--- config.mk ---
export PLATFORM = sky130hd
export DESIGN_NAME = epoch_seconds_to_calendar_core
export DESIGN_NICKNAME = d
export VERILOG_FILES = /design/src/sv/esc_pkg.sv /design/src/sv/epoch_seconds_to_calendar_core.sv /design/src/sv/esc_datapath.sv /design/src/sv/esc_ctrl.sv
export VERILOG_INCLUDE_DIRS = /design/src /design/src/sv
export SDC_FILE = /design/constraint.sdc
export NUM_CORES = 1
export LEC_CHECK = 0
export ABC_AREA = 1
export BUFFER_PORTS_ARGS = -buffer_cell sky130_fd_sc_hd__buf_2
export CAP_MARGIN = 20
export CORE_MARGIN = 2
export CORE_UTILIZATION = 65
export DETAILED_ROUTE_END_ITERATION = 10
export PLACE_DENSITY = 0.88
export SLEW_MARGIN = 10
export SYNTH_ARGS = -nofsm -noshare
export SYNTH_HDL_FRONTEND = slang
export SYNTH_SLANG_ARGS = --single-unit
--- constraint.sdc ---
create_clock -name clk -period 10.8 [get_ports clk]
set_clock_uncertainty 0.2 [all_clocks]
set_input_delay 2.16 -clock clk [delete_from_list [all_inputs] [get_ports clk]]
set_output_delay 2.16 -clock clk [all_outputs]
set_load 0.01 [all_outputs]
--- src/sv/epoch_seconds_to_calendar_core_macros.svh ---
// Assertion macros used by the calendar converter controller.
// Expects signals named clk and rst_n in the module that uses them.
`ifndef EPOCH_SECONDS_TO_CALENDAR_CORE_MACROS_SVH
`define EPOCH_SECONDS_TO_CALENDAR_CORE_MACROS_SVH

// Same-cycle implication, disabled during reset
`define ESC_ASSERT_IMP(lbl, ante, cons, msg) \
  lbl: assert property (@(posedge clk) disable iff (!rst_n) (ante) |-> (cons)) \
    else $error(msg);

// Next-cycle implication, disabled during reset
`define ESC_ASSERT_NXT(lbl, ante, cons, msg) \
  lbl: assert property (@(posedge clk) disable iff (!rst_n) (ante) |=> (cons)) \
    else $error(msg);

`endif

--- src/sv/esc_pkg.sv ---
// Shared constants, command/status structs and the month length table
// for the epoch seconds to calendar converter. No dependencies.
package esc_pkg;

  // Default width of the seconds count
  localparam int unsigned SECONDS_WIDTH_DEF = 32;

  // Seconds in one common year and one leap year
  localparam logic [24:0] SECS_YEAR      = 25'd31536000;
  localparam logic [24:0] SECS_LEAP_YEAR = 25'd31622400;

  // Seconds in months of 31, 30, 29 and 28 days
  localparam logic [21:0] SECS_31_DAYS = 22'd2678400;
  localparam logic [21:0] SECS_30_DAYS = 22'd2592000;
  localparam logic [21:0] SECS_29_DAYS = 22'd2505600;
  localparam logic [21:0] SECS_28_DAYS = 22'd2419200;

  // Seconds in a day, an hour and a minute
  localparam logic [16:0] SECS_PER_DAY  = 17'd86400;
  localparam logic [11:0] SECS_PER_HOUR = 12'd3600;
  localparam logic [5:0]  SECS_PER_MIN  = 6'd60;

  // Reciprocals for the splits, exact over the ranges they see:
  // x / 86400 = ((x >> 7) * DAY_RECIP) >> 24 for x below 31 days
  localparam logic [14:0] DAY_RECIP  = 15'd24856;
  // x / 3600 = ((x >> 4) * HOUR_RECIP) >> 20 for x below one day
  localparam logic [12:0] HOUR_RECIP = 13'd4661;
  // x / 60 = ((x >> 2) * MIN_RECIP) >> 14 for x below one hour
  localparam logic [10:0] MIN_RECIP  = 11'd1093;

  // Calendar constants
  localparam logic [11:0] EPOCH_YEAR   = 12'd1970;
  localparam logic [6:0]  EPOCH_MOD100 = 7'd70;
  localparam logic [8:0]  EPOCH_MOD400 = 9'd370;
  localparam logic [6:0]  LAST_MOD100  = 7'd99;
  localparam logic [8:0]  LAST_MOD400  = 9'd399;
  localparam logic [3:0]  LAST_MONTH   = 4'd11;

  // Steps that split the leftover seconds of the month
  typedef enum logic [2:0] {
    SPL_DAY  = 3'd0,
    SPL_SOD  = 3'd1,
    SPL_HOUR = 3'd2,
    SPL_SOH  = 3'd3,
    SPL_MIN  = 3'd4,
    SPL_SEC  = 3'd5
  } split_sel_t;

  // Controller to datapath commands
  typedef struct packed {
    logic       load;
    logic       year_step;
    logic       month_step;
    logic       split_step;
    split_sel_t split_sel;
    logic       out_load;
  } cmd_t;

  // Datapath to controller status
  typedef struct packed {
    logic year_done;
    logic month_done;
  } sts_t;

  // Seconds in month, month index 0 is January
  function automatic logic [21:0] month_secs(input logic [3:0] mon, input logic leap);
    logic [21:0] secs;
    case (mon) inside
      4'd1:                    secs = leap ? SECS_29_DAYS : SECS_28_DAYS;
      4'd3, 4'd5, 4'd8, 4'd10: secs = SECS_30_DAYS;
      default:                 secs = SECS_31_DAYS;
    endcase
    return secs;
  endfunction

endpackage

--- src/sv/epoch_seconds_to_calendar_core.sv ---
// Top level of the epoch seconds to calendar converter: joins the
// controller and the datapath. Depends on esc_pkg, esc_ctrl, esc_datapath.
//
//   channel   handshake              fields
//   input     in_valid / in_stall    in_epoch_seconds[31:0]
//   output    out_valid / out_stall  out_year, out_month, out_day_of_month,
//                                    out_hour, out_minute, out_second
//
// Each item runs from its accept through a year-by-year subtract loop and a month loop,
// then six split steps and one output load, before the next item can be accepted.
// One item is in work at a time; the next is taken while a result waits in the output register.
// A stalled output holds the result; the finished item then waits until the register frees.
// Reset (rst_n, synchronous, active low) clears the sequencer and the output valid flag.
module epoch_seconds_to_calendar_core #(
  parameter int unsigned SECONDS_WIDTH = esc_pkg::SECONDS_WIDTH_DEF
) (
  input  logic        clk,
  input  logic        rst_n,
  input  logic        in_valid,
  output logic        in_stall,
  input  logic [31:0] in_epoch_seconds,
  output logic        out_valid,
  input  logic        out_stall,
  output logic [11:0] out_year,
  output logic [3:0]  out_month,
  output logic [4:0]  out_day_of_month,
  output logic [4:0]  out_hour,
  output logic [5:0]  out_minute,
  output logic [5:0]  out_second
);

  esc_pkg::cmd_t cmd;
  esc_pkg::sts_t sts;

  // Sequencer
  esc_ctrl u_ctrl (
    .clk      (clk),
    .rst_n    (rst_n),
    .in_valid (in_valid),
    .in_stall (in_stall),
    .out_valid(out_valid),
    .out_stall(out_stall),
    .cmd      (cmd),
    .sts      (sts)
  );

  // Calendar walk, splits and result registers
  esc_datapath #(
    .SECONDS_WIDTH(SECONDS_WIDTH)
  ) u_datapath (
    .clk             (clk),
    .cmd             (cmd),
    .sts             (sts),
    .in_epoch_seconds(in_epoch_seconds),
    .out_year        (out_year),
    .out_month       (out_month),
    .out_day_of_month(out_day_of_month),
    .out_hour        (out_hour),
    .out_minute      (out_minute),
    .out_second      (out_second)
  );

endmodule

--- src/sv/esc_datapath.sv ---
// Datapath of the calendar converter: year and month walk on the seconds
// count, reciprocal splits of the leftover, result registers. Depends on esc_pkg.
module esc_datapath #(
  parameter int unsigned SECONDS_WIDTH = esc_pkg::SECONDS_WIDTH_DEF
) (
  input  logic               clk,
  input  esc_pkg::cmd_t      cmd,
  output esc_pkg::sts_t      sts,
  input  logic [31:0]        in_epoch_seconds,
  output logic [11:0]        out_year,
  output logic [3:0]         out_month,
  output logic [4:0]         out_day_of_month,
  output logic [4:0]         out_hour,
  output logic [5:0]         out_minute,
  output logic [5:0]         out_second
);

  localparam int unsigned SW     = SECONDS_WIDTH;
  localparam int unsigned YC_W   = SW - 23;
  localparam int unsigned YEAR_W = ((YC_W > 11) ? YC_W : 11) + 1;

  // Working registers
  logic [SW-1:0]     secs_r;
  logic [YEAR_W-1:0] year_r;
  logic [6:0]        c100_r;
  logic [8:0]        c400_r;
  logic [3:0]        mon_r;
  logic [4:0]        mday_r;
  logic [16:0]       part_r;
  logic [4:0]        hour_r;
  logic [5:0]        minute_r;
  logic [5:0]        second_r;

  // Result registers
  logic [11:0] out_year_r;
  logic [3:0]  out_month_r;
  logic [4:0]  out_day_r;
  logic [4:0]  out_hour_r;
  logic [5:0]  out_minute_r;
  logic [5:0]  out_second_r;

  logic          leap;
  logic [SW-1:0] ylen;
  logic [SW-1:0] mlen;
  logic [28:0]   day_prod;
  logic [21:0]   day_base;
  logic [21:0]   sod_full;
  logic [24:0]   hour_prod;
  logic [16:0]   hour_base;
  logic [16:0]   soh_full;
  logic [19:0]   min_prod;
  logic [11:0]   min_base;
  logic [11:0]   sec_full;

  // Gregorian leap rule from year bits and the running century counters
  assign leap = (year_r[1:0] == 2'd0) &&
                ((c100_r != 7'd0) || (c400_r == 9'd0));
  assign ylen = SW'(leap ? esc_pkg::SECS_LEAP_YEAR : esc_pkg::SECS_YEAR);
  assign mlen = SW'(esc_pkg::month_secs(mon_r, leap));

  assign sts.year_done  = (secs_r < ylen);
  assign sts.month_done = (mon_r == esc_pkg::LAST_MONTH) || (secs_r < mlen);

  // Split the leftover of the month: quotient by reciprocal, then the remainder
  assign day_prod  = 29'(secs_r[21:7]) * 29'(esc_pkg::DAY_RECIP);
  assign day_base  = 22'(mday_r) * 22'(esc_pkg::SECS_PER_DAY);
  assign sod_full  = secs_r[21:0] - day_base;
  assign hour_prod = 25'(part_r[16:4]) * 25'(esc_pkg::HOUR_RECIP);
  assign hour_base = 17'(hour_r) * 17'(esc_pkg::SECS_PER_HOUR);
  assign soh_full  = part_r - hour_base;
  assign min_prod  = 20'(part_r[11:2]) * 20'(esc_pkg::MIN_RECIP);
  assign min_base  = 12'(minute_r) * 12'(esc_pkg::SECS_PER_MIN);
  assign sec_full  = part_r[11:0] - min_base;

  // Working register updates
  always_ff @(posedge clk) begin
    if (cmd.load) begin
      secs_r <= SW'(in_epoch_seconds);
      year_r <= YEAR_W'(esc_pkg::EPOCH_YEAR);
      c100_r <= esc_pkg::EPOCH_MOD100;
      c400_r <= esc_pkg::EPOCH_MOD400;
      mon_r  <= '0;
    end
    // Consume one year of seconds
    if (cmd.year_step) begin
      secs_r <= secs_r - ylen;
      year_r <= year_r + YEAR_W'(1);
      c100_r <= (c100_r == esc_pkg::LAST_MOD100) ? 7'd0 : c100_r + 7'd1;
      c400_r <= (c400_r == esc_pkg::LAST_MOD400) ? 9'd0 : c400_r + 9'd1;
    end
    // Consume one month of seconds
    if (cmd.month_step) begin
      secs_r <= secs_r - mlen;
      mon_r  <= mon_r + 4'd1;
    end
    // Advance one split step
    if (cmd.split_step) begin
      unique case (cmd.split_sel)
        esc_pkg::SPL_DAY:  mday_r   <= day_prod[28:24];
        esc_pkg::SPL_SOD:  part_r   <= sod_full[16:0];
        esc_pkg::SPL_HOUR: hour_r   <= hour_prod[24:20];
        esc_pkg::SPL_SOH:  part_r   <= soh_full;
        esc_pkg::SPL_MIN:  minute_r <= min_prod[19:14];
        esc_pkg::SPL_SEC:  second_r <= sec_full[5:0];
        default:           part_r   <= part_r;
      endcase
    end
  end

  // Capture the finished result
  always_ff @(posedge clk) begin
    if (cmd.out_load) begin
      out_year_r   <= year_r[11:0];
      out_month_r  <= mon_r + 4'd1;
      out_day_r    <= mday_r + 5'd1;
      out_hour_r   <= hour_r;
      out_minute_r <= minute_r;
      out_second_r <= second_r;
    end
  end

  assign out_year         = out_year_r;
  assign out_month        = out_month_r;
  assign out_day_of_month = out_day_r;
  assign out_hour         = out_hour_r;
  assign out_minute       = out_minute_r;
  assign out_second       = out_second_r;

endmodule

--- src/sv/esc_ctrl.sv ---
// Controller of the calendar converter: one-hot sequencer over the year,
// month and split phases, plus the output valid flag. Depends on esc_pkg.
`include "epoch_seconds_to_calendar_core_macros.svh"

module esc_ctrl (
  input  logic          clk,
  input  logic          rst_n,
  input  logic          in_valid,
  output logic          in_stall,
  output logic          out_valid,
  input  logic          out_stall,
  output esc_pkg::cmd_t cmd,
  input  esc_pkg::sts_t sts
);

  typedef enum logic [4:0] {
    S_IDLE  = 5'b00001,
    S_YEAR  = 5'b00010,
    S_MONTH = 5'b00100,
    S_SPLIT = 5'b01000,
    S_DONE  = 5'b10000
  } state_t;

  state_t              state_r, state_nxt;
  esc_pkg::split_sel_t step_r, step_nxt;
  logic                out_valid_r, out_valid_nxt;
  logic                out_free;

  // Output register can take a result when empty or being drained
  assign out_free = !out_valid_r || !out_stall;

  // Sequence the phases of one item
  always_comb begin
    state_nxt     = state_r;
    step_nxt      = step_r;
    out_valid_nxt = out_valid_r && out_stall;
    cmd           = '0;
    unique case (state_r)
      S_IDLE: begin
        if (in_valid) begin
          cmd.load  = 1'b1;
          state_nxt = S_YEAR;
        end
      end
      S_YEAR: begin
        if (sts.year_done) begin
          state_nxt = S_MONTH;
        end else begin
          cmd.year_step = 1'b1;
        end
      end
      S_MONTH: begin
        if (!sts.month_done) begin
          cmd.month_step = 1'b1;
        end else begin
          step_nxt  = esc_pkg::SPL_DAY;
          state_nxt = S_SPLIT;
        end
      end
      S_SPLIT: begin
        cmd.split_step = 1'b1;
        cmd.split_sel  = step_r;
        if (step_r == esc_pkg::SPL_SEC) begin
          state_nxt = S_DONE;
        end else begin
          step_nxt = esc_pkg::split_sel_t'(step_r + 3'd1);
        end
      end
      S_DONE: begin
        if (out_free) begin
          cmd.out_load  = 1'b1;
          out_valid_nxt = 1'b1;
          state_nxt     = S_IDLE;
        end
      end
      default: begin
        state_nxt = S_IDLE;
      end
    endcase
  end

  // Control registers
  always_ff @(posedge clk) begin
    if (!rst_n) begin
      state_r     <= S_IDLE;
      step_r      <= esc_pkg::SPL_DAY;
      out_valid_r <= 1'b0;
    end else begin
      state_r     <= state_nxt;
      step_r      <= step_nxt;
      out_valid_r <= out_valid_nxt;
    end
  end

  assign in_stall  = (state_r != S_IDLE);
  assign out_valid = out_valid_r;

  `ESC_ASSERT_NXT(a_accept, in_valid && !in_stall, state_r == S_YEAR, "accepted item lost")
  `ESC_ASSERT_IMP(a_one_hot, 1'b1, $onehot(state_r), "state not one-hot")
  `ESC_ASSERT_IMP(a_no_overwrite, out_valid_r && out_stall, !cmd.out_load, "result overwritten")
  `ESC_ASSERT_NXT(a_load_valid, cmd.out_load, out_valid_r, "loaded result not valid")

endmodule
# After elaboration in Yosys (flattened, before gate mapping)
# Cells that the tools add are included.
totals:
  register_bits: 150
  latchBits: 0
  ram_bits: 0
  rom_bits: 0
  in_bits: 36
  elab_cells: 126
  n_memories: 0
classes:
  addsub: 11
  multipliers: 6
  div: 0
  order_cmp: 2
  eq_ne: 26
  shift: 0
  muxes: 38
  n_bitwise: 0
  reduce_logical: 24
ops:
  columns: ["operator", "count"]
  rows:
  - ["32-bit 2-to-1 mux", 3]
  - ["18-bit 2-to-1 mux", 2]
  - ["17-bit case mux with 2 select lines", 1]
  - ["17-bit subtractor", 2]
  - ["32-bit by 22-bit less-than comparator with 1-bit output", 1]
  - ["32-bit by 25-bit less-than comparator with 1-bit output", 1]
  - ["32-bit by 22-bit subtractor with 32-bit output", 1]
  - ["32-bit by 25-bit subtractor with 32-bit output", 1]
  - ["9-bit 2-to-1 mux", 3]
  - ["15-bit by 12-bit multiplier with 26-bit output, second input constant", 1]
  - ["13-bit by 13-bit multiplier with 25-bit output, second input constant", 1]
  - ["5-bit 2-to-1 mux", 5]
  - ["5-bit case mux with 5 select lines", 1]
  - ["12-bit 2-to-1 mux", 2]
  - ["22-bit 2-to-1 mux", 1]
  - ["7-bit 2-to-1 mux", 3]
  - ["10-bit by 11-bit multiplier with 20-bit output, second input constant", 1]
  - ["20-bit 2-to-1 mux", 1]
  - ["5-bit by 8-bit multiplier with 13-bit output, second input constant", 1]
  - ["12-bit by 1-bit adder with 12-bit output, second input constant", 1]
  - ["4-bit equality test, second input constant", 3]
  - ["4-bit 2-to-1 mux", 3]
  - ["5-bit by 10-bit multiplier with 10-bit output, second input constant", 1]
  - ["1-bit 2-to-1 mux", 10]
  - ["38 further kinds", 57]

# Depth between registers and ports, before layout
# Gate-level depths: netlist of the first run.
depth:
  ltp_word: 10
  mapped_depth: 24
  ltp_nobuf: 24

# Cells and area by module
# A second synthesis of the first run with hierarchy kept.
unflattened:
  cells_unflattened: 2218
  area_unflattened_um2: 17325.4
modules_own_cells:
  columns: ["module", "instances", "cells_each", "area_each_um2", "seq_area_each_um2"]
  rows:
  - ["esc_datapath", 1, 2133, 16777.3, 4234.1]
  - ["esc_ctrl", 1, 85, 548.0, 180.2]

# Worst setup path after synthesis of the first run
# No wires, ideal clock.
synth_timing:
  path_type: "in2reg"
  from: "input out_stall"
  to: "register u_datapath.out_day_r[0] (netlist: u_datapath.out_day_of_month[0]) (enable)"
  setup_ns: 0.434
  arrival_ns: 3.879
  slack_ns: 6.287
  cell_stages: 3
  path_buffers: 0
  cell_sequence: "nand2_1 inv_1 nor2_1"
synth_rtl:
  columns: ["element", "line", "source"]
  rows:
  - ["from (decl)", "epoch_seconds_to_calendar_core.sv:23", "input logic out_stall,"]
  - ["to (signal assigned)", "esc_datapath.sv:115", "out_day_r <= mday_r + 5'd1;"]
  - ["to (decl)", "esc_datapath.sv:37", "logic [4:0] out_day_r;"]

# Worst setup path in the final report of the first run
layout_timing:
  from: "register u_datapath.secs_r[11]"
  to: "register u_datapath.mday_r[0], data pin"
layout_via:
  elab_chain_cells: 1
layout_rtl:
  columns: ["element", "line", "source"]
  rows:
  - ["from (decl)", "esc_datapath.sv:23", "logic [SW-1:0] secs_r;"]
  - ["from (signal assigned)", "esc_datapath.sv:78", "secs_r <= SW'(in_epoch_seconds);"]
  - ["from (signal assigned)", "esc_datapath.sv:86", "secs_r <= secs_r - ylen;"]
  - ["from (signal assigned)", "esc_datapath.sv:93", "secs_r <= secs_r - mlen;"]
  - ["15-bit by 12-bit multiplier with 26-bit output", "esc_datapath.sv:65", "assign day_prod = 29'(secs_r[21:7]) * 29'(esc_pkg::DAY_RECIP);"]
  - ["via u_datapath.day_prod[24]", "esc_datapath.sv:45", "logic [28:0] day_prod;"]
  - ["to (signal assigned)", "esc_datapath.sv:99", "esc_pkg::SPL_DAY: mday_r <= day_prod[28:24];"]
  - ["to (decl)", "esc_datapath.sv:28", "logic [4:0] mday_r;"]
# The timed path passes the listed nets, and every way through them passes these cells.
# A chain may end at the register's enable or synchronous reset.

==> qor.yml, run 1 <==
status: "completed"
crit_path_max_incr_delay_ns: 0.69
hp-start: "u_datapath.part_r[0]$_DFFE_PP_"
finalCriticalPeriod_ns: 4.630
path_cells: "ha_1 > ha_1 > fa_1 > fa_1 > inv_1 > fa_1 > inv_1 > ha_1 > nand2_1 > inv_1 > nand2_1 > nor3_1 > nand4_1 > nand3_1 > xor2_1"
drtIter0Drc: 1385
start_util_pct: 66.03
cp_top_family: "adder cells"
crit_buf_inv: 3
area_delta_synth_final_pct: 7.781
ys_warn_count: 0
final_util_pct: 71.17
slew_headroom_pct: 33.34
ys_seq_elements: 150
place_congestion: 0.9905
dieWidth_um: 166.5
p_per_area_mw_per_mm2: 126.2
ys.flop_type: "edfxtp_1"
hpwl_um: 32750
worstSetupPathType: "reg2reg"
grt_pass1_vias: 14940
holdPathStages: 0
p_leak_nw: 9.639
diodes: 0
dr.pass1.iters: 6
crit_path_end_kind: "register"
synth_area_leaders: "edfxtp_1, ha_1, nand2_1"
fin_area_mm2: 0.01849
cts_tree: "built"
r2r_setup_slack_ns: 6.17
slew_viol_final: 0
root_buffer: "clkbuf_16"
postRouteAntennaNets: 0
async_flop_share_pct: 0
critPathLaunchType: "register"
die_h_um: 166.5
grt_overflow: 0
portBuffers: 75
synth_top_area_cell: "edfxtp_1"
r2r_cells: 15
post-place-cells: 2544
htreeDepth: 4
irDropWorstVdd_mv: 0.2196
synth_top_area_share_pct: 24.68
hold_class: "reg2reg"
clk_path_buf_depth: 2
drv_cap: 0
synth_nets: 2566
clock_latency_ns: 0.46
postSynthCellCount: 2150
critPathArrivalTime_ns: 4.62
clkTransAtPathRegs_ns: 0.08
die-area_mm2: 0.02771
vias: 14860
finalSetupViolCount: 0
grt_pass1_wl_um: 69660
grt_usage_pct: 30.69
core-area_mm2: 0.02598
hold_viol: 0
crit_required_ns: 10.79
fill_cells: 1953
rows: 59
cts_hold_buf: 0
grt_max_degree: 55
r2r_start: "u_datapath.secs_r[11]$_DFFE_PP_"
fin_tns_setup_ns: 0
cts_inserted_buffers: 17
nets: 2647
critPathSlowestCell: "edfxtp_1"
wl_per_cell_um: 16.50
cts.sinks: 150
drc: 0
synth-edff-count: 141
min_to: "u_datapath.second_r[0]$_DFFE_PP_"
post_cts_buffers: 0
r2r_end: "u_datapath.mday_r[0]$_DFFE_PP_"
max_freq_mhz: 216.0
finalNonFillerCells: 2579
antenna_found_initial: 0
worstMarginPinSlew_ns: 0.9923
ctsResizeCount: 0
netlist_area_mm2: 0.01716
dpl_cell_area_mm2: 0.01783
synth.distinct_cells: 49
pin_count: 76
layout-drive-gt1-share_pct: 6.996
rsz0062_at_grt: "no"
wl_um: 42560
seq_area_frac_synth_pct: 25.73
period_share_pct: 42.87
syn_area_per_cell_um2: 7.980
critPathMaxFanout: 12
viasPerCell: 5.761
## worst reg2reg max path: cells and delay by family (launching register included)
kind          cells  cell delay, ns
simple gates      5            0.68
xor+xnor          1            0.06
buf+inv           3            0.17
fa+ha+maj         6            2.58
flops             1            0.69
## layer usage
| metal | track usage [%] | vias to the layer above | wire length (µm) |
|---|---|---|---|
| met1 | 37.88 | 6892 | 16910 |
| li1 | - | 7155 | - |
| met2 | 53.79 | 659 | 20900 |
| met5 | 0 | - | 0 |
| met3 | 4.087 | 151 | 2858 |
| met4 | 13.68 | 0 | 1895 |
## report_power, final
part / switching [mW] / internal, mW / total [mW]
sequential: 0.0357 / 0.670 / 0.706
combinational: 0.639 / 0.350 / 0.989
clock: 0.321 / 0.318 / 0.639
## synthesized netlist by cell type, types with 2 or more instances
master / n
o21ai_2: 4
fa_1: 72
inv_2: 3
dfxtp_1: 9
edfxtp_1: 141
a31oi_1: 8
xnor2_1: 32
nor2_1: 166
o211ai_1: 2
buf_2: 5
nand2_1: 484
o21bai_1: 17
a21o_1: 8
nor3b_2: 2
nor2_2: 2
nand2_2: 6
nand3_1: 117
or2_2: 13
buf_4: 3
clkbuf_1: 2
nand3b_1: 3
and2_1: 2
o21a_1: 3
nand3_2: 6
a211oi_1: 4
o22ai_1: 2
xor2_1: 52
buf_8: 2
nor2_4: 3
nand4_1: 32
nor4_1: 7
o21ai_1: 5
buf_6: 5
nor3_1: 30
ha_1: 308
o21ai_0: 64
inv_1: 421
a21oi_1: 94
## cells by family after synthesis
kind of cell / synth area share (%)
buf+inv: 10.17
compound gates: 7.001
xor+xnor: 4.288
simple gates: 21.89
flops: 25.73
mux: 0.05834
fa+ha+maj: 30.86
## how the worst max path moves through the flow
stage,start,end,slack (ns),cells past startpoint
after floorplan,out_stall,u_datapath.out_day_of_month[0]$_DFFE_PP_,6.29,3
after global placement,u_datapath.secs_r[11]$_DFFE_PP_,u_datapath.mday_r[0]$_DFFE_PP_,6.39,15
after detailed placement,u_datapath.secs_r[11]$_DFFE_PP_,u_datapath.mday_r[0]$_DFFE_PP_,6.26,15
after CTS,u_datapath.secs_r[11]$_DFFE_PP_,u_datapath.mday_r[0]$_DFFE_PP_,6.24,15
after global routing,u_datapath.secs_r[11]$_DFFE_PP_,u_datapath.mday_r[0]$_DFFE_PP_,5.99,15
final,u_datapath.secs_r[11]$_DFFE_PP_,u_datapath.mday_r[0]$_DFFE_PP_,6.17,15
## layout make-up
| type | instances | area, µm² | share of cell area [%] |
|---|---|---|---|
| clock buffer | 17 | 425.4 | 2.300 |
| clock inverter | 15 | 196.4 | 1.062 |
| inverter | 426 | 1604 | 8.674 |
| sequential | 150 | 4414 | 23.87 |
| multi-input combinational | 1557 | 11010 | 59.55 |
| tap | 335 | 419.2 | 2.267 |
| timing repair buffer | 79 | 421.7 | 2.280 |
## flip-flops by register name, indices dropped and copies added, names as in the netlist, 6 cells and up
name / cells
u_datapath.secs_r: 32
u_datapath.part_r: 17
u_datapath.out_year: 12
u_datapath.year_r: 12
u_datapath.c400_r: 9
u_datapath.c100_r: 7
u_datapath.minute_r: 6
u_datapath.out_minute: 6
u_datapath.out_second: 6
u_datapath.second_r: 6
## placed cells by master (no fill, tap or decap), types with 3 or more instances in the layout
cell / instances
nand2_1: 484
dfxtp_1: 9
nor2_4: 4
nand3_1: 117
edfxtp_1: 141
xor2_1: 52
o21ai_1: 5
o21ai_0: 64
a21oi_1: 94
a31oi_1: 8
nand2_2: 6
ha_1: 308
nand4_1: 32
o21a_1: 3
clkinv_8: 6
a211oi_1: 4
fa_1: 72
inv_1: 421
nand3b_1: 3
inv_8: 5
nand3_2: 6
or2_2: 13
a21o_1: 8
nor4_1: 6
o21bai_1: 17
o21ai_2: 4
inv_2: 3
nor2_1: 165
xnor2_1: 32
clkbuf_16: 17
nor3_1: 30
buf_2: 75
## stage by stage
step / power [mW] / setup slack (ns) / hold slack (ns)
2_1_floorplan: 1.425 / 6.287 / 0.2003
3_3_place_gp: 1.647 / 6.392 / 0.2009
3_5_place_dp: 1.674 / 6.256 / 0.2045
4_1_cts: 2.311 / 6.235 / 0.2189
5_1_grt: 2.484 / 5.993 / 0.2239
6_report: 2.334 / 6.170 / 0.2184
Power figures use the tool's default switching activity.
==> run 2: changes to the inputs <==
--- a/config.mk
+++ b/config.mk
@@ -6,13 +6,13 @@
 export SDC_FILE = /design/constraint.sdc
 export NUM_CORES = 1
 export LEC_CHECK = 0
-export ABC_AREA = 1
+export ABC_AREA = 0
 export BUFFER_PORTS_ARGS = -buffer_cell sky130_fd_sc_hd__buf_2
 export CAP_MARGIN = 20
 export CORE_MARGIN = 2
-export CORE_UTILIZATION = 65
+export CORE_UTILIZATION = 58
 export DETAILED_ROUTE_END_ITERATION = 10
-export PLACE_DENSITY = 0.88
+export PLACE_DENSITY = 0.83
 export SLEW_MARGIN = 10
 export SYNTH_ARGS = -nofsm -noshare
 export SYNTH_HDL_FRONTEND = slang
==> constraint.sdc (replaced) <==
create_clock -name clk -period 4.16 [get_ports clk]
set_clock_uncertainty 0.2 [all_clocks]
set_input_delay 0.832 -clock clk [delete_from_list [all_inputs] [get_ports clk]]
set_output_delay 0.832 -clock clk [all_outputs]
set_load 0.01 [all_outputs]
==> run 2 against run 1 <==
The flow now finishes with violations (max-capacitance violations, negative setup slack). Power rose to 2.7 times the previous value. Non-clock buffer count rose by 225. Hold slack improved by 0.0041 ns. Critical path depth rose by 2. Core utilization rose by 6.5 points. Flip-flop and latch count did not move. Final area rose by 5.8%. Clock power rose to 2.6 times the previous value. Synthesized area fell by 13%. Global-route usage rose by 0.76 points. Setup slack got worse by 7.0 ns. Combinational power rose to 2.8 times the previous value. Critical path type unchanged.
==> qor.yml, run 2 <==
critPathSlowestCell: "fa_1"
layout-drive-gt1-share_pct: 30.19
cp_common_cell: "fa_1"
largestRegisters: "u_datapath.secs_r (32), u_datapath.part_r (17)"
max_freq_mhz: 201.6
drc: 0
drtIter0Drc: 1605
worstMarginPinSlew_ns: 1.468
slew_headroom_pct: 1.846
synth.distinct_cells: 78
hold_class: "reg2reg"
crit_path_max_incr_delay_ns: 0.56
grt_pass1_vias: 13120
area_delta_synth_final_pct: 31.34
timing.hold.ws_ns: 0.2225
netlist_area_mm2: 0.01490
r2r_end: "u_datapath.mday_r[4]$_DFFE_PP_"
synth.most_common_cell: "ha_1"
largest_reg_flops: 32
pin_count: 76
grt_max_degree: 39
finalCriticalPeriod_ns: 4.959
nets: 2182
root_buffer: "clkbuf_16"
grt_usage_pct: 31.45
start_util_pct: 59.16
synth_area_leaders: "edfxtp_1, ha_1, fa_1"
setup_slack_ns: -0.7992
hp-start: "u_datapath.second_r[3]$_DFFE_PP_"
drv_cap: 1
crit_path_end_kind: "register"
critPathArrivalTime_ns: 4.96
crit_required_ns: 4.16
r2r_start: "u_datapath.secs_r[11]$_DFFE_PP_"
multi_input_area_mm2: 0.01085
seq_area_frac_synth_pct: 29.63
dieWidth_um: 164.3
clk_path_buf_depth: 2
grt_pass1_wl_um: 65550
r2r_cells: 17
fill_cells: 1334
crit_buf_inv: 3
p_total_mw: 6.245
die_h_um: 164.3
seq_area_mm2: 0.004414
synth_nets: 1879
rsz0062_at_grt: "yes"
grt_overflow: 0
worstSetupPathType: "reg2reg"
crit_start: "u_datapath.secs_r[11]$_DFFE_PP_"
cts_tree: "built"
final_common_cell: "ha_1"
postRouteAntennaNets: 0
hpwl_um: 27860
r2r_setup_slack_ns: -0.80
min_to: "u_datapath.out_second[3]$_DFFE_PP_"
path_cells: "buf_6 > ha_4 > ha_4 > fa_1 > fa_1 > inv_2 > fa_1 > inv_1 > ha_2 > or4_4 > nor2_4 > o21ai_2 > o21ai_2 > a31oi_4 > nor4_2 > nor3_1 > xnor2_1"
synth_top_area_share_pct: 28.42
postSynthCellCount: 1463
antenna_found_initial: 0
slew_viol_final: 0
portBuffers: 75
p_per_area_mw_per_mm2: 319.2
diodes: 0
irDropWorstVdd_mv: 0.2653
critPathLaunchType: "register"
core-area_mm2: 0.02518
vias: 13470
ys_top_cells_by_count: "ha_1, inv_1, edfxtp_1"
ys_seq_elements: 150
ys.flop_type: "edfxtp_1"
htreeDepth: 4
viasPerCell: 6.388
wl_per_cell_um: 23.18
synth-edff-count: 141
cts_hold_buf: 0
hold_viol: 0
dr.pass1.iters: 5
finalSetupViolCount: 134
syn_area_per_cell_um2: 10.18
rows: 58
p_leak_nw: 8.926
violations: "max-capacitance violations, negative setup slack"
status: "finished with violations"
cp_top_family: "adder cells"
wl_um: 48880
clock_latency_ns: 0.46
place_congestion: 0.9081
clkTransAtPathRegs_ns: 0.08
critPathMaxFanout: 3
async_flop_share_pct: 0
ys_warn_count: 0
final_cell_mix: "ha_1, inv_1, buf_4"
cts.sinks: 150
cts_inserted_buffers: 17
die-area_mm2: 0.02698
regMostFlops: "u_datapath.secs_r"
synth_top_area_cell: "edfxtp_1"
period_share_pct: 119.2
holdPathStages: 0
-- run 2: cell types whose count changed after synthesis, sizes merged, moves of 21 or more --
cell	before	now
a21oi	94	73
and3	0	29
nor2	171	76
xnor2	32	61
inv	425	232
nand2	492	72
nand4	33	8
nand3	123	24
-- run 2: worst max-delay path by stage --
stage / endpoint / slack (ns) / cells after the start
floorplan: u_datapath.mday_r[4]$_DFFE_PP_ / -0.42 / 16
global placement: u_datapath.mday_r[4]$_DFFE_PP_ / -0.57 / 16
detailed placement: u_datapath.mday_r[4]$_DFFE_PP_ / -0.66 / 18
CTS: u_datapath.mday_r[4]$_DFFE_PP_ / -0.55 / 17
global route: u_datapath.mday_r[4]$_DFFE_PP_ / -0.88 / 17
finish: u_datapath.mday_r[4]$_DFFE_PP_ / -0.80 / 17
-- run 2: final cells by class --
type                       count  area share (%)
multi-input combinational   1061           55.44
sequential                   150           22.56
timing repair buffer         304           12.42
inverter                     232           4.477
clock buffer                  17           2.174
tap                          330           2.110
clock inverter                15          0.8186
-- run 2: metrics by stage --
step / utilization (%) / cell area, µm² / std cells / worst slack (ns) / setup TNS [ns]
after global routing: 77.70 / 19570 / 2109 / -0.8836 / -31.94
final: 77.70 / 19570 / 2109 / -0.7992 / -22.80
after floorplan: - / 15060 / 1463 / -0.4230 / -2.927
after CTS: 73.80 / 18590 / 2079 / -0.5474 / -4.119
after global placement: 67.42 / 16980 / 2002 / -0.5677 / -17.04
after detailed placement: 67.42 / 16980 / 2002 / -0.6578 / -18.06
-- run 2: routing by layer --
metal	vias up	routed length (µm)	part of all wire, %	global-route usage (%)
met5	-	0	0	0
met4	0	3645	7.5	16.79
met3	316	4054	8.3	5.126
met2	944	24060	49	56.18
met1	6451	17120	35	35.94
li1	5761	-	-	-
-- run 2: repair_timing --
action | in CTS | in global routing
gates resized for setup | 111 | 129
pin swaps | 64 | 64
setup buffers | 41 | 30
setup endpoints to repair | 116 | 139
gates cloned | 5 | 2
-- run 2: cells by family (layout without fill, tap and decap cells) --
family	Yosys count	in the layout	synth area share (%)
flops	150	150	29.63
mux	3	3	0.2016
buf+inv	255	568	6.644
fa+ha+maj	380	380	35.55
compound gates	265	265	11.62
simple gates	312	315	10.59
xor+xnor	98	98	5.762
-- run 2: worst reg2reg max path: stages (launching register included) --
cell      delay (ns)
edfxtp_1        0.50
buf_6           0.18
ha_4            0.27
ha_4            0.21
fa_1            0.47
fa_1            0.56
inv_2           0.05
fa_1            0.52
inv_1           0.05
ha_2            0.17
or4_4           0.55
nor2_4          0.12
o21ai_2         0.06
o21ai_2         0.23
a31oi_4         0.14
nor4_2          0.18
nor3_1          0.11
xnor2_1         0.14
-- run 2: power breakdown --
group	total (mW)	switching, mW	internal [mW]	leakage [nW]
combinational	2.77	1.55	1.22	7.31
sequential	1.84	0.0860	1.75	1.33
clock	1.64	0.835	0.807	0.284
